**config.mk**
```make
export PLATFORM = sky130hd
export DESIGN_NAME = timer_table_with_tick_expiry_core_flat
export DESIGN_NICKNAME = d
export VERILOG_FILES = /design/src/rtl/ttw_pkg.sv /design/src/rtl/ttw_chan_if.sv /design/src/rtl/ttw_div.sv /design/src/rtl/timer_table_with_tick_expiry_core.sv /design/src/flat_wrapper.sv
export VERILOG_INCLUDE_DIRS = /design/src /design/src/rtl
export SDC_FILE = /design/constraint.sdc
export NUM_CORES = 2
export LEC_CHECK = 0
export ABC_CLOCK_PERIOD_IN_PS = 10850
export BUFFER_PORTS_ARGS = -buffer_cell sky130_fd_sc_hd__buf_2
export CORE_UTILIZATION = 50
export DETAILED_ROUTE_END_ITERATION = 16
export PLACE_DENSITY = 0.67
export SETUP_SLACK_MARGIN = 0.1
export SYNTH_ARGS = -nofsm -noshare
export SYNTH_HDL_FRONTEND = slang
export SYNTH_SLANG_ARGS = --single-unit
export TNS_END_PERCENT = 20
```
**constraint.sdc**
```tcl
create_clock -name i_clk -period 10.85 [get_ports i_clk]
set_input_delay 1.085 -clock i_clk [delete_from_list [all_inputs] [get_ports i_clk]]
set_output_delay 1.085 -clock i_clk [all_outputs]
set_load 0.005 [all_outputs]
```
**src/rtl/assert_macros.svh**
```systemverilog
// ----------------------------------------------------------------------------
// Assertion macros used by the timer table core
// ----------------------------------------------------------------------------
`ifndef ASSERT_MACROS_SVH
`define ASSERT_MACROS_SVH

// Same-cycle implication, disabled while reset is asserted
`define ASSERT_IMP(label, clk, rst_n, ante, cons, msg) \
    label: assert property (@(posedge clk) disable iff (!rst_n) (ante) |-> (cons)) \
        else $error(msg);

// Next-cycle implication, disabled while reset is asserted
`define ASSERT_NEXT(label, clk, rst_n, ante, cons, msg) \
    label: assert property (@(posedge clk) disable iff (!rst_n) (ante) |=> (cons)) \
        else $error(msg);

`endif

```
**src/rtl/ttw_pkg.sv**
```systemverilog
// ----------------------------------------------------------------------------
// ttw_pkg
// Types and codes of the timer table: command and result items, kinds,
// event and status codes, sequencer states.
// ----------------------------------------------------------------------------
`timescale 1ns / 1ps

package ttw_pkg;

    localparam int TICK_W  = 64;
    localparam int DELAY_W = 32;
    localparam int SLOT_W  = 16;
    localparam int CNT_W   = 6;

    // Command kinds
    localparam logic [1:0] KIND_ADD_ONE = 2'd0;
    localparam logic [1:0] KIND_ADD_PER = 2'd1;
    localparam logic [1:0] KIND_CANCEL  = 2'd2;
    localparam logic [1:0] KIND_TICK    = 2'd3;

    // Result event codes
    localparam logic [1:0] EV_ACK     = 2'd0;
    localparam logic [1:0] EV_FIRED   = 2'd1;
    localparam logic [1:0] EV_SUMMARY = 2'd2;

    // Result status codes
    localparam logic [1:0] STAT_OK      = 2'd0;
    localparam logic [1:0] STAT_FULL    = 2'd1;
    localparam logic [1:0] STAT_NOMATCH = 2'd2;

    typedef struct packed {
        logic [1:0]         kind;
        logic [DELAY_W-1:0] delay_ms;
        logic [4:0]         handle_index;
        logic [7:0]         handle_generation;
    } t_cmd;

    typedef struct packed {
        logic [1:0]       event_res;
        logic [1:0]       status;
        logic [4:0]       entry_index;
        logic [7:0]       entry_generation;
        logic [CNT_W-1:0] fired_count;
        logic [CNT_W-1:0] pending_count;
        logic             last;
    } t_res;

    typedef enum logic [3:0] {
        ST_IDLE,
        ST_FIND,
        ST_FULL,
        ST_DIV,
        ST_ADD_WR,
        ST_CANCEL,
        ST_SCAN_RD,
        ST_SCAN_CHK,
        ST_SUMMARY
    } t_state;

endpackage

```
**src/rtl/ttw_chan_if.sv**
```systemverilog
// ----------------------------------------------------------------------------
// ttw_chan_if
// Valid/ready channel carrying one payload item per transfer.
// ----------------------------------------------------------------------------
`timescale 1ns / 1ps

interface ttw_chan_if #(
    parameter type t_payload = logic
);
    logic     valid;
    logic     ready;
    t_payload data;

    modport source (output valid, output data, input ready);
    modport sink   (input valid, input data, output ready);
endinterface

```
**src/rtl/ttw_div.sv**
```systemverilog
// ----------------------------------------------------------------------------
// ttw_div
// Bit-serial restoring divider: ceiling of delay / slot, at least 1.
// One quotient bit per cycle; the result holds until the next start.
// ----------------------------------------------------------------------------
`timescale 1ns / 1ps

module ttw_div
    import ttw_pkg::*;
(
    input  logic               i_clk,
    input  logic               i_rst_n,
    input  logic               i_start,
    input  logic [DELAY_W-1:0] i_num,
    input  logic [SLOT_W-1:0]  i_den,
    output logic               o_done,
    output logic [DELAY_W-1:0] o_ticks
);

    localparam int STEP_W = $clog2(DELAY_W);

    logic               r_busy, n_busy;
    logic               r_done, n_done;
    logic [STEP_W-1:0]  r_cnt, n_cnt;
    logic [SLOT_W-1:0]  r_den, n_den;
    logic [SLOT_W:0]    r_rem, n_rem;
    logic [DELAY_W-1:0] r_q, n_q;

    logic [SLOT_W:0]    rem_sh;
    logic               fits;

    // One restoring step per cycle
    always_comb begin
        n_busy = r_busy;
        n_done = r_done;
        n_cnt  = r_cnt;
        n_den  = r_den;
        n_rem  = r_rem;
        n_q    = r_q;
        rem_sh = {r_rem[SLOT_W-1:0], r_q[DELAY_W-1]};
        fits   = rem_sh >= {1'b0, r_den};
        if (i_start) begin
            n_busy = 1'b1;
            n_done = 1'b0;
            n_cnt  = '0;
            n_den  = i_den;
            n_rem  = '0;
            n_q    = i_num;
        end else if (r_busy) begin
            n_rem = fits ? rem_sh - {1'b0, r_den} : rem_sh;
            n_q   = {r_q[DELAY_W-2:0], fits};
            n_cnt = r_cnt + 1'b1;
            if (r_cnt == STEP_W'(DELAY_W - 1)) begin
                n_busy = 1'b0;
                n_done = 1'b1;
            end
        end
    end

    always_ff @(posedge i_clk) begin
        if (!i_rst_n) begin
            r_busy <= 1'b0;
            r_done <= 1'b0;
            r_cnt  <= '0;
        end else begin
            r_busy <= n_busy;
            r_done <= n_done;
            r_cnt  <= n_cnt;
        end
        r_den <= n_den;
        r_rem <= n_rem;
        r_q   <= n_q;
    end

    // Round up on a nonzero remainder; a zero delay still takes one tick
    always_comb begin
        if (r_q == '0 && r_rem == '0) begin
            o_ticks = DELAY_W'(1);
        end else begin
            o_ticks = r_q + DELAY_W'(r_rem != '0);
        end
    end

    assign o_done = r_done;

endmodule

```
**src/rtl/timer_table_with_tick_expiry_core.sv**
```systemverilog
// A table of MAX_TIMERS one-shot or periodic timers driven by tick commands.
// Every command is handled on its own; the command channel is ready only
// while the sequencer idles. An add searches for the lowest free entry at
// one entry per cycle, then converts the delay to ticks in a bit-serial
// divider and writes the entry. A tick visits each entry in turn (read of
// the expiry memory, then compare and update) and waits while the result
// channel stalls. Results leave through one output register, so a new
// command is taken while the last result still waits.
// ----------------------------------------------------------------------------
// timer_table_with_tick_expiry_core
// Timer table with tick-driven expiry, add/cancel handles and fire events.
// ----------------------------------------------------------------------------
`timescale 1ns / 1ps
`include "assert_macros.svh"

module timer_table_with_tick_expiry_core
    import ttw_pkg::*;
#(
    parameter int MAX_TIMERS = 32,
    parameter int GEN_BITS   = 8
) (
    input  logic              i_clk,
    input  logic              i_rst_n,
    input  logic              i_cfg_we,
    input  logic [SLOT_W-1:0] i_cfg_wdata,
    ttw_chan_if.sink          i_cmd,
    ttw_chan_if.source        o_res
);

    localparam int IW = (MAX_TIMERS > 1) ? $clog2(MAX_TIMERS) : 1;

    // Control and state registers
    t_state                r_state, n_state;
    t_cmd                  r_cmd, n_cmd;
    logic [IW-1:0]         r_idx, n_idx;
    logic                  r_in_range, n_in_range;
    logic [TICK_W-1:0]     r_tick, n_tick;
    logic [MAX_TIMERS-1:0] r_active, n_active;
    logic [GEN_BITS-1:0]   r_gen [MAX_TIMERS];
    logic [GEN_BITS-1:0]   n_gen [MAX_TIMERS];
    logic [CNT_W-1:0]      r_total, n_total;
    logic [CNT_W-1:0]      r_fired, n_fired;
    logic [SLOT_W-1:0]     r_slot;
    logic                  r_ov;
    t_res                  r_out, n_out;

    // Expiry and period memories, one port each
    logic [TICK_W-1:0]     r_exp_mem [MAX_TIMERS];
    logic [DELAY_W-1:0]    r_per_mem [MAX_TIMERS];
    logic [TICK_W-1:0]     r_rd_exp;
    logic [DELAY_W-1:0]    r_rd_per;
    logic                  exp_we, per_we;
    logic [TICK_W-1:0]     exp_wdata;
    logic [DELAY_W-1:0]    per_wdata;

    logic                  out_free, emit;
    logic [GEN_BITS-1:0]   gen_sel, gen_inc;
    logic [31:0]           gen_sel32, gen_inc32;
    logic                  hit, last_idx;

    logic                  div_start, div_done;
    logic [DELAY_W-1:0]    div_ticks;
    logic [SLOT_W-1:0]     slot_eff;

    assign out_free    = !r_ov || o_res.ready;
    assign i_cmd.ready = (r_state == ST_IDLE);
    assign o_res.valid = r_ov;
    assign o_res.data  = r_out;

    assign gen_sel   = r_gen[r_idx];
    assign gen_inc   = gen_sel + 1'b1;
    assign gen_sel32 = 32'(gen_sel);
    assign gen_inc32 = 32'(gen_inc);
    assign hit       = r_active[r_idx] && (r_rd_exp == r_tick);
    assign last_idx  = (r_idx == IW'(MAX_TIMERS - 1));
    assign slot_eff  = (r_slot == '0) ? SLOT_W'(1) : r_slot;

    // Delay to tick conversion
    ttw_div u_div (
        .i_clk   (i_clk),
        .i_rst_n (i_rst_n),
        .i_start (div_start),
        .i_num   (r_cmd.delay_ms),
        .i_den   (slot_eff),
        .o_done  (div_done),
        .o_ticks (div_ticks)
    );

    // Sequencer: next state, table updates and result item
    always_comb begin
        n_state    = r_state;
        n_cmd      = r_cmd;
        n_idx      = r_idx;
        n_in_range = r_in_range;
        n_tick     = r_tick;
        n_active   = r_active;
        n_gen      = r_gen;
        n_total    = r_total;
        n_fired    = r_fired;
        n_out      = r_out;
        emit       = 1'b0;
        div_start  = 1'b0;
        exp_we     = 1'b0;
        per_we     = 1'b0;
        exp_wdata  = r_rd_exp + TICK_W'(r_rd_per);
        per_wdata  = (r_cmd.kind == KIND_ADD_PER) ? div_ticks : '0;

        unique case (r_state)
            ST_IDLE: begin
                if (i_cmd.valid) begin
                    n_cmd = i_cmd.data;
                    n_idx = '0;
                    unique case (i_cmd.data.kind)
                        KIND_ADD_ONE, KIND_ADD_PER: begin
                            n_state = ST_FIND;
                        end
                        KIND_CANCEL: begin
                            n_idx      = IW'(i_cmd.data.handle_index);
                            n_in_range = 32'(i_cmd.data.handle_index) < 32'(MAX_TIMERS);
                            n_state    = ST_CANCEL;
                        end
                        KIND_TICK: begin
                            n_tick  = r_tick + 1'b1;
                            n_fired = '0;
                            n_state = ST_SCAN_RD;
                        end
                        default: n_state = ST_IDLE;
                    endcase
                end
            end

            // Lowest free entry, one per cycle
            ST_FIND: begin
                if (!r_active[r_idx]) begin
                    div_start = 1'b1;
                    n_state   = ST_DIV;
                end else if (last_idx) begin
                    n_state = ST_FULL;
                end else begin
                    n_idx = r_idx + 1'b1;
                end
            end

            ST_FULL: begin
                if (out_free) begin
                    emit                   = 1'b1;
                    n_out.event_res        = EV_ACK;
                    n_out.status           = STAT_FULL;
                    n_out.entry_index      = '0;
                    n_out.entry_generation = '0;
                    n_out.fired_count      = '0;
                    n_out.pending_count    = r_total;
                    n_out.last             = 1'b1;
                    n_state                = ST_IDLE;
                end
            end

            ST_DIV: begin
                if (div_done) begin
                    n_state = ST_ADD_WR;
                end
            end

            // Arm the entry with a bumped generation
            ST_ADD_WR: begin
                if (out_free) begin
                    exp_we                 = 1'b1;
                    exp_wdata              = r_tick + TICK_W'(div_ticks);
                    per_we                 = 1'b1;
                    n_gen[r_idx]           = gen_inc;
                    n_active[r_idx]        = 1'b1;
                    n_total                = r_total + 1'b1;
                    emit                   = 1'b1;
                    n_out.event_res        = EV_ACK;
                    n_out.status           = STAT_OK;
                    n_out.entry_index      = 5'(r_idx);
                    n_out.entry_generation = gen_inc32[7:0];
                    n_out.fired_count      = '0;
                    n_out.pending_count    = r_total + 1'b1;
                    n_out.last             = 1'b1;
                    n_state                = ST_IDLE;
                end
            end

            ST_CANCEL: begin
                if (out_free) begin
                    emit                   = 1'b1;
                    n_out.event_res        = EV_ACK;
                    n_out.status           = STAT_NOMATCH;
                    n_out.entry_index      = r_cmd.handle_index;
                    n_out.entry_generation = r_cmd.handle_generation;
                    n_out.fired_count      = '0;
                    n_out.pending_count    = r_total;
                    n_out.last             = 1'b1;
                    if (r_in_range && r_active[r_idx] &&
                        gen_sel32[7:0] == r_cmd.handle_generation) begin
                        n_active[r_idx]     = 1'b0;
                        n_total             = r_total - 1'b1;
                        n_out.status        = STAT_OK;
                        n_out.pending_count = r_total - 1'b1;
                    end
                    n_state = ST_IDLE;
                end
            end

            // Memory read latency
            ST_SCAN_RD: begin
                n_state = ST_SCAN_CHK;
            end

            // Compare expiry, fire, re-arm or free
            ST_SCAN_CHK: begin
                if (!hit || out_free) begin
                    if (hit) begin
                        emit                   = 1'b1;
                        n_fired                = r_fired + 1'b1;
                        n_out.event_res        = EV_FIRED;
                        n_out.status           = STAT_OK;
                        n_out.entry_index      = 5'(r_idx);
                        n_out.entry_generation = gen_sel32[7:0];
                        n_out.fired_count      = '0;
                        n_out.pending_count    = r_total;
                        n_out.last             = 1'b0;
                        if (r_rd_per != '0) begin
                            exp_we = 1'b1;
                        end else begin
                            n_active[r_idx]     = 1'b0;
                            n_total             = r_total - 1'b1;
                            n_out.pending_count = r_total - 1'b1;
                        end
                    end
                    if (last_idx) begin
                        n_state = ST_SUMMARY;
                    end else begin
                        n_idx   = r_idx + 1'b1;
                        n_state = ST_SCAN_RD;
                    end
                end
            end

            ST_SUMMARY: begin
                if (out_free) begin
                    emit                   = 1'b1;
                    n_out.event_res        = EV_SUMMARY;
                    n_out.status           = STAT_OK;
                    n_out.entry_index      = '0;
                    n_out.entry_generation = '0;
                    n_out.fired_count      = r_fired;
                    n_out.pending_count    = r_total;
                    n_out.last             = 1'b1;
                    n_state                = ST_IDLE;
                end
            end

            default: n_state = ST_IDLE;
        endcase
    end

    // State register
    always_ff @(posedge i_clk) begin
        if (!i_rst_n) begin
            r_state <= ST_IDLE;
        end else begin
            r_state <= n_state;
        end
    end

    // Table control state, tick counter, slot length, output register
    always_ff @(posedge i_clk) begin
        if (!i_rst_n) begin
            r_tick   <= '0;
            r_active <= '0;
            r_total  <= '0;
            r_fired  <= '0;
            r_slot   <= SLOT_W'(1);
            r_ov     <= 1'b0;
            for (int k = 0; k < MAX_TIMERS; k++) begin
                r_gen[k] <= '0;
            end
        end else begin
            r_tick   <= n_tick;
            r_active <= n_active;
            r_total  <= n_total;
            r_fired  <= n_fired;
            r_gen    <= n_gen;
            if (i_cfg_we) begin
                r_slot <= i_cfg_wdata;
            end
            if (emit) begin
                r_ov <= 1'b1;
            end else if (o_res.ready) begin
                r_ov <= 1'b0;
            end
        end
    end

    // Payload registers
    always_ff @(posedge i_clk) begin
        r_cmd      <= n_cmd;
        r_idx      <= n_idx;
        r_in_range <= n_in_range;
        if (emit) begin
            r_out <= n_out;
        end
    end

    // Expiry and period memories with registered read
    always_ff @(posedge i_clk) begin
        if (exp_we) begin
            r_exp_mem[r_idx] <= exp_wdata;
        end
        if (per_we) begin
            r_per_mem[r_idx] <= per_wdata;
        end
        r_rd_exp <= r_exp_mem[r_idx];
        r_rd_per <= r_per_mem[r_idx];
    end

    // Checks
    `ASSERT_IMP(a_total_matches, i_clk, i_rst_n, 1'b1,
        $countones(r_active) == int'(r_total), "active count out of step")
    `ASSERT_NEXT(a_busy_after_take, i_clk, i_rst_n, i_cmd.valid && i_cmd.ready,
        !i_cmd.ready, "command taken while a command is in work")
    `ASSERT_IMP(a_summary_last, i_clk, i_rst_n,
        o_res.valid && o_res.data.event_res == EV_SUMMARY,
        o_res.data.last, "tick summary without last flag")
    `ASSERT_IMP(a_fire_not_last, i_clk, i_rst_n,
        o_res.valid && o_res.data.event_res == EV_FIRED,
        !o_res.data.last && o_res.data.status == STAT_OK,
        "fire event with last flag or bad status")

endmodule

```
**src/flat_wrapper.sv**
```systemverilog
// flat-port wrapper written by rule: the top's interface ports become plain ports
module timer_table_with_tick_expiry_core_flat import ttw_pkg::*;
#(
    parameter int MAX_TIMERS = 32,
    parameter int GEN_BITS   = 8
)
  (i_clk, i_rst_n, i_cfg_we, i_cfg_wdata, i_cmd_valid, i_cmd_data, i_cmd_ready, o_res_valid, o_res_data, o_res_ready);
  ttw_chan_if #(.t_payload(t_cmd)) i_cmd_i ();
  ttw_chan_if #(.t_payload(t_res)) o_res_i ();
  input  logic i_clk;
  input  logic i_rst_n;
  input  logic i_cfg_we;
  input  logic [SLOT_W-1:0] i_cfg_wdata;
  input wire logic [$bits(i_cmd_i.valid)-1:0] i_cmd_valid;
  input wire logic [$bits(i_cmd_i.data)-1:0] i_cmd_data;
  output wire logic [$bits(i_cmd_i.ready)-1:0] i_cmd_ready;
  output wire logic [$bits(o_res_i.valid)-1:0] o_res_valid;
  output wire logic [$bits(o_res_i.data)-1:0] o_res_data;
  input wire logic [$bits(o_res_i.ready)-1:0] o_res_ready;
  assign i_cmd_i.valid = i_cmd_valid;
  assign i_cmd_i.data = i_cmd_data;
  assign i_cmd_ready = i_cmd_i.ready;
  assign o_res_valid = o_res_i.valid;
  assign o_res_data = o_res_i.data;
  assign o_res_i.ready = o_res_ready;
  timer_table_with_tick_expiry_core #(.MAX_TIMERS(MAX_TIMERS), .GEN_BITS(GEN_BITS)) u_core (.i_clk(i_clk), .i_rst_n(i_rst_n), .i_cfg_we(i_cfg_we), .i_cfg_wdata(i_cfg_wdata), .i_cmd(i_cmd_i), .o_res(o_res_i));
endmodule
```
==> results.sh <==
export IMPL_status="complete, but fails checks"
export IMPL_violations="design-rule violations"
export IMPL_synthCells=8505
export IMPL_post_cts_setup_buffers=0
export IMPL_cts_tree="yes"
export IMPL_num_vias=82846
export IMPL_fin_crit_ns=8.182
export IMPL_finalCritPeriodShare_pct=75.41
export IMPL_routed_via_density=6.392
export IMPL_start_kind="flip-flop"
export IMPL_final_hold_violation_count=0
export IMPL_power_density_nw_per_um2=289.0
export IMPL_synthFlopType="edfxtp_1"
export IMPL_tns_ns=0
export IMPL_yosys_area_top_type="edfxtp_1"
export IMPL_cp_top_family="simple AND/OR/NAND/NOR gates"
export IMPL_holdBufCountCts=0
export IMPL_drc=20
export IMPL_cts_root_buffer="clkbuf_16"
export IMPL_grt_pass1_wl_mm=591.1
export IMPL_total_leakage_power_nw=52.97
export IMPL_firstDrtPassIters=14
export IMPL_rsz0062_at_grt="false"
export IMPL_final_cell_area_sq_um=165800
export IMPL_start_util_pct=50.22
export IMPL_clk_latency_ns=0.98
export IMPL_yosysTopAreaCellShare_pct=65.16
export IMPL_cts_max_level=5
export IMPL_chipHeight_microns=545.2
export IMPL_final_nets=8881
export IMPL_fmax_mhz=122.2
export IMPL_ios=100
export IMPL_synthesis_area_per_instance_sq_um=17.35
export IMPL_first_iter_violations=10700
export IMPL_post_drt_wl_per_cell_microns=31.93
export IMPL_grt_max_degree=194
export IMPL_cts_max_path_buffers=4
export IMPL_worstPathMaxFanout=32
export IMPL_cts_resized=0
export IMPL_syn_area_sq_um=147600
export IMPL_yosysWarnings=0
export IMPL_maxCapViolCount=0
export IMPL_clk_pin_slew_ns=0.06
export IMPL_synth_nets=8670
export IMPL_yosysSeqAreaShare_pct=72.02
export IMPL_cts_made_buffers=372
export IMPL_core_sq_um=293800
export IMPL_synth_area_top_cells="edfxtp_1 (65%), mux4_2 (12%), dfxtp_1 (6.9%), nand2_1 (2.0%), a22oi_1 (2.0%)"
export IMPL_arrival_ns=8.72
export IMPL_ys_async_sr_fraction_pct=0
export IMPL_ys_types=90
export IMPL_fp_row_count=199
export IMPL_path_class="reg -> reg"
export IMPL_wirelength_mm=413.9
export IMPL_grt_pass1_vias=82092
export IMPL_grt_overflow=0
export IMPL_layout_common_cells="edfxtp_1 (3,202), nand2_1 (799), mux4_2 (768)"
export IMPL_synth_edf_count=3202
export IMPL_finClkSkew_ns=0.06737
export IMPL_crit_chain="nor4_1, nand4_1, or4_1, ha_1, ha_1, and3_1, nand2_1, nor2_1, nand3_1, nor2_1, and2_1, xor2_1, ha_1, nand3_1, nor2_1, nand3_1, a21oi_1, o21ai_0, o21ai_0, a21oi_1, nor2_1, nand3_1, xor2_1, mux2i_2"
export IMPL_fp_dieW_microns=545.2
export IMPL_hold_path_class="in -> reg"
export IMPL_syn_to_final_growth_pct=12.36
export IMPL_drv_slew=0
export IMPL_synth_seq_cells=3707
export IMPL_cp_num_buf_inv=0
export IMPL_io_buffers=99
export IMPL_final_common_cell="edfxtp_1"
export IMPL_relSlewSlack_pct=4.086
export IMPL_critPathSlowestCell="mux2i_2"
export IMPL_die_area_sq_um=297300
export IMPL_required_ns=11.39
export IMPL_dp_final_hpwl_mm=237.1
export IMPL_ant_nets=0
export IMPL_end_kind="flip-flop"
export IMPL_ir_worst_vdd_mv=0.2671
export IMPL_setup_violations=0
export IMPL_grt_total_usage_pct=27.55
export IMPL_drive_gt1_share_pct=20.22
export IMPL_dpl_instance_area_sq_um=153700
export IMPL_antenna_found_initial=31
export IMPL_critPathMaxStageDelay_ns=1.06
export IMPL_worstMarginPinSlew_ns=1.432
export IMPL_cts_sinks=3707
export IMPL_globalplace_congestion=0.9922
-- per-stage QoR --
step	util (%)	power (W)	setup slack, ns	hold WS [ns]	std cells
finish	56.43	0.04791	2.668	0.3311	12961
global route	56.42	0.04948	2.327	0.3099	12954
CTS	56.41	0.04796	2.664	0.2710	12951
detailed placement	52.30	0.03534	2.677	0.4557	12261
global placement	52.30	0.03495	2.750	0.4440	12261
floorplan	-	0.02950	2.066	0.4329	8505
-- layer usage --
layer / GRT usage, % / share of wire (%) / vias up
met5: 0 / 0.027 / -
met4: 9.606 / 3.6 / 16
met3: 3.978 / 8.4 / 752
met2: 45.43 / 49 / 4181
met1: 37.72 / 39 / 43643
li1: - / - / 34254
-- registers in the layout (all words and copies together), names as in the netlist, 30 cells and up, named ones only --
register / flops
u_core.r_rd_per: 32
u_core.r_per_mem: 1024
u_core.r_tick: 64
u_core.o_res.data: 30
u_core.r_cmd: 47
u_core.r_gen: 256
u_core.r_rd_exp: 64
u_core.u_div.r_q: 32
u_core.r_exp_mem: 2048
-- cell families (layout without fill, tap and decap cells) --
| family | Yosys count | after routing | synth area share (%) |
|---|---|---|---|
| mux | 965 | 965 | 13.06 |
| compound gates | 1162 | 1162 | 5.319 |
| simple gates | 1691 | 1691 | 5.405 |
| other cells | 0 | 10 | 0 |
| flops | 3707 | 3707 | 72.02 |
| fa+ha+maj | 97 | 97 | 0.8378 |
| buf+inv | 574 | 1101 | 1.528 |
| xor+xnor | 309 | 309 | 1.834 |
-- layout make-up --
type                    instances  area (sq um)
inverters                      92         345.3
well taps                    3919          4903
clock buffers                 488         10050
diodes                         10         25.02
flip-flops and latches       3707        106300
clock inverters               202          2022
multi-input cells            4224         39860
fillers                     22093        128000
repair buffers                319          2318
-- worst paths after layout --
| path | depth (start not counted) | start | end | slack [ns] |
|---|---|---|---|---|
| worst min register to register | 2 | u_core.r_gen[89]$_SDFFE_PN0P_ | u_core.r_gen[89]$_SDFFE_PN0P_ | 0.46 |
| worst min-delay path | 1 | i_cmd_data[40] | u_core.r_cmd[40]$_DFFE_PP_ | 0.33 |
| worst max register to register | 24 | u_core.u_div.r_rem[8]$_SDFFE_PP0P_ | u_core.r_exp_mem[28][62]$_DFFE_PP_ | 2.67 |
| worst max-delay path | 24 | u_core.u_div.r_rem[8]$_SDFFE_PP0P_ | u_core.r_exp_mem[28][62]$_DFFE_PP_ | 2.67 |
-- Yosys cell counts, types with 77 or more instances --
master and n:
edfxtp_1 3202, nand2_1 801, mux4_2 768, dfxtp_1 505, a22oi_1 385, clkbuf_1 343
a21boi_0 231, nor2_1 231, mux2i_1 196, xnor2_1 180, o21ai_0 173, a21oi_1 159
nand4_1 155, xor2_1 129, nand3_1 124, ha_1 94, buf_1 91, o22ai_1 77
-- power breakdown --
group	internal, W	switching (W)	total, W	leakage (nW)
clock network	0.00728	0.00550	0.0128	5.82
logic	0.00478	0.00996	0.0147	13.9
registers	0.0197	0.000658	0.0204	33.2
(Power assumes the default switching activity.)
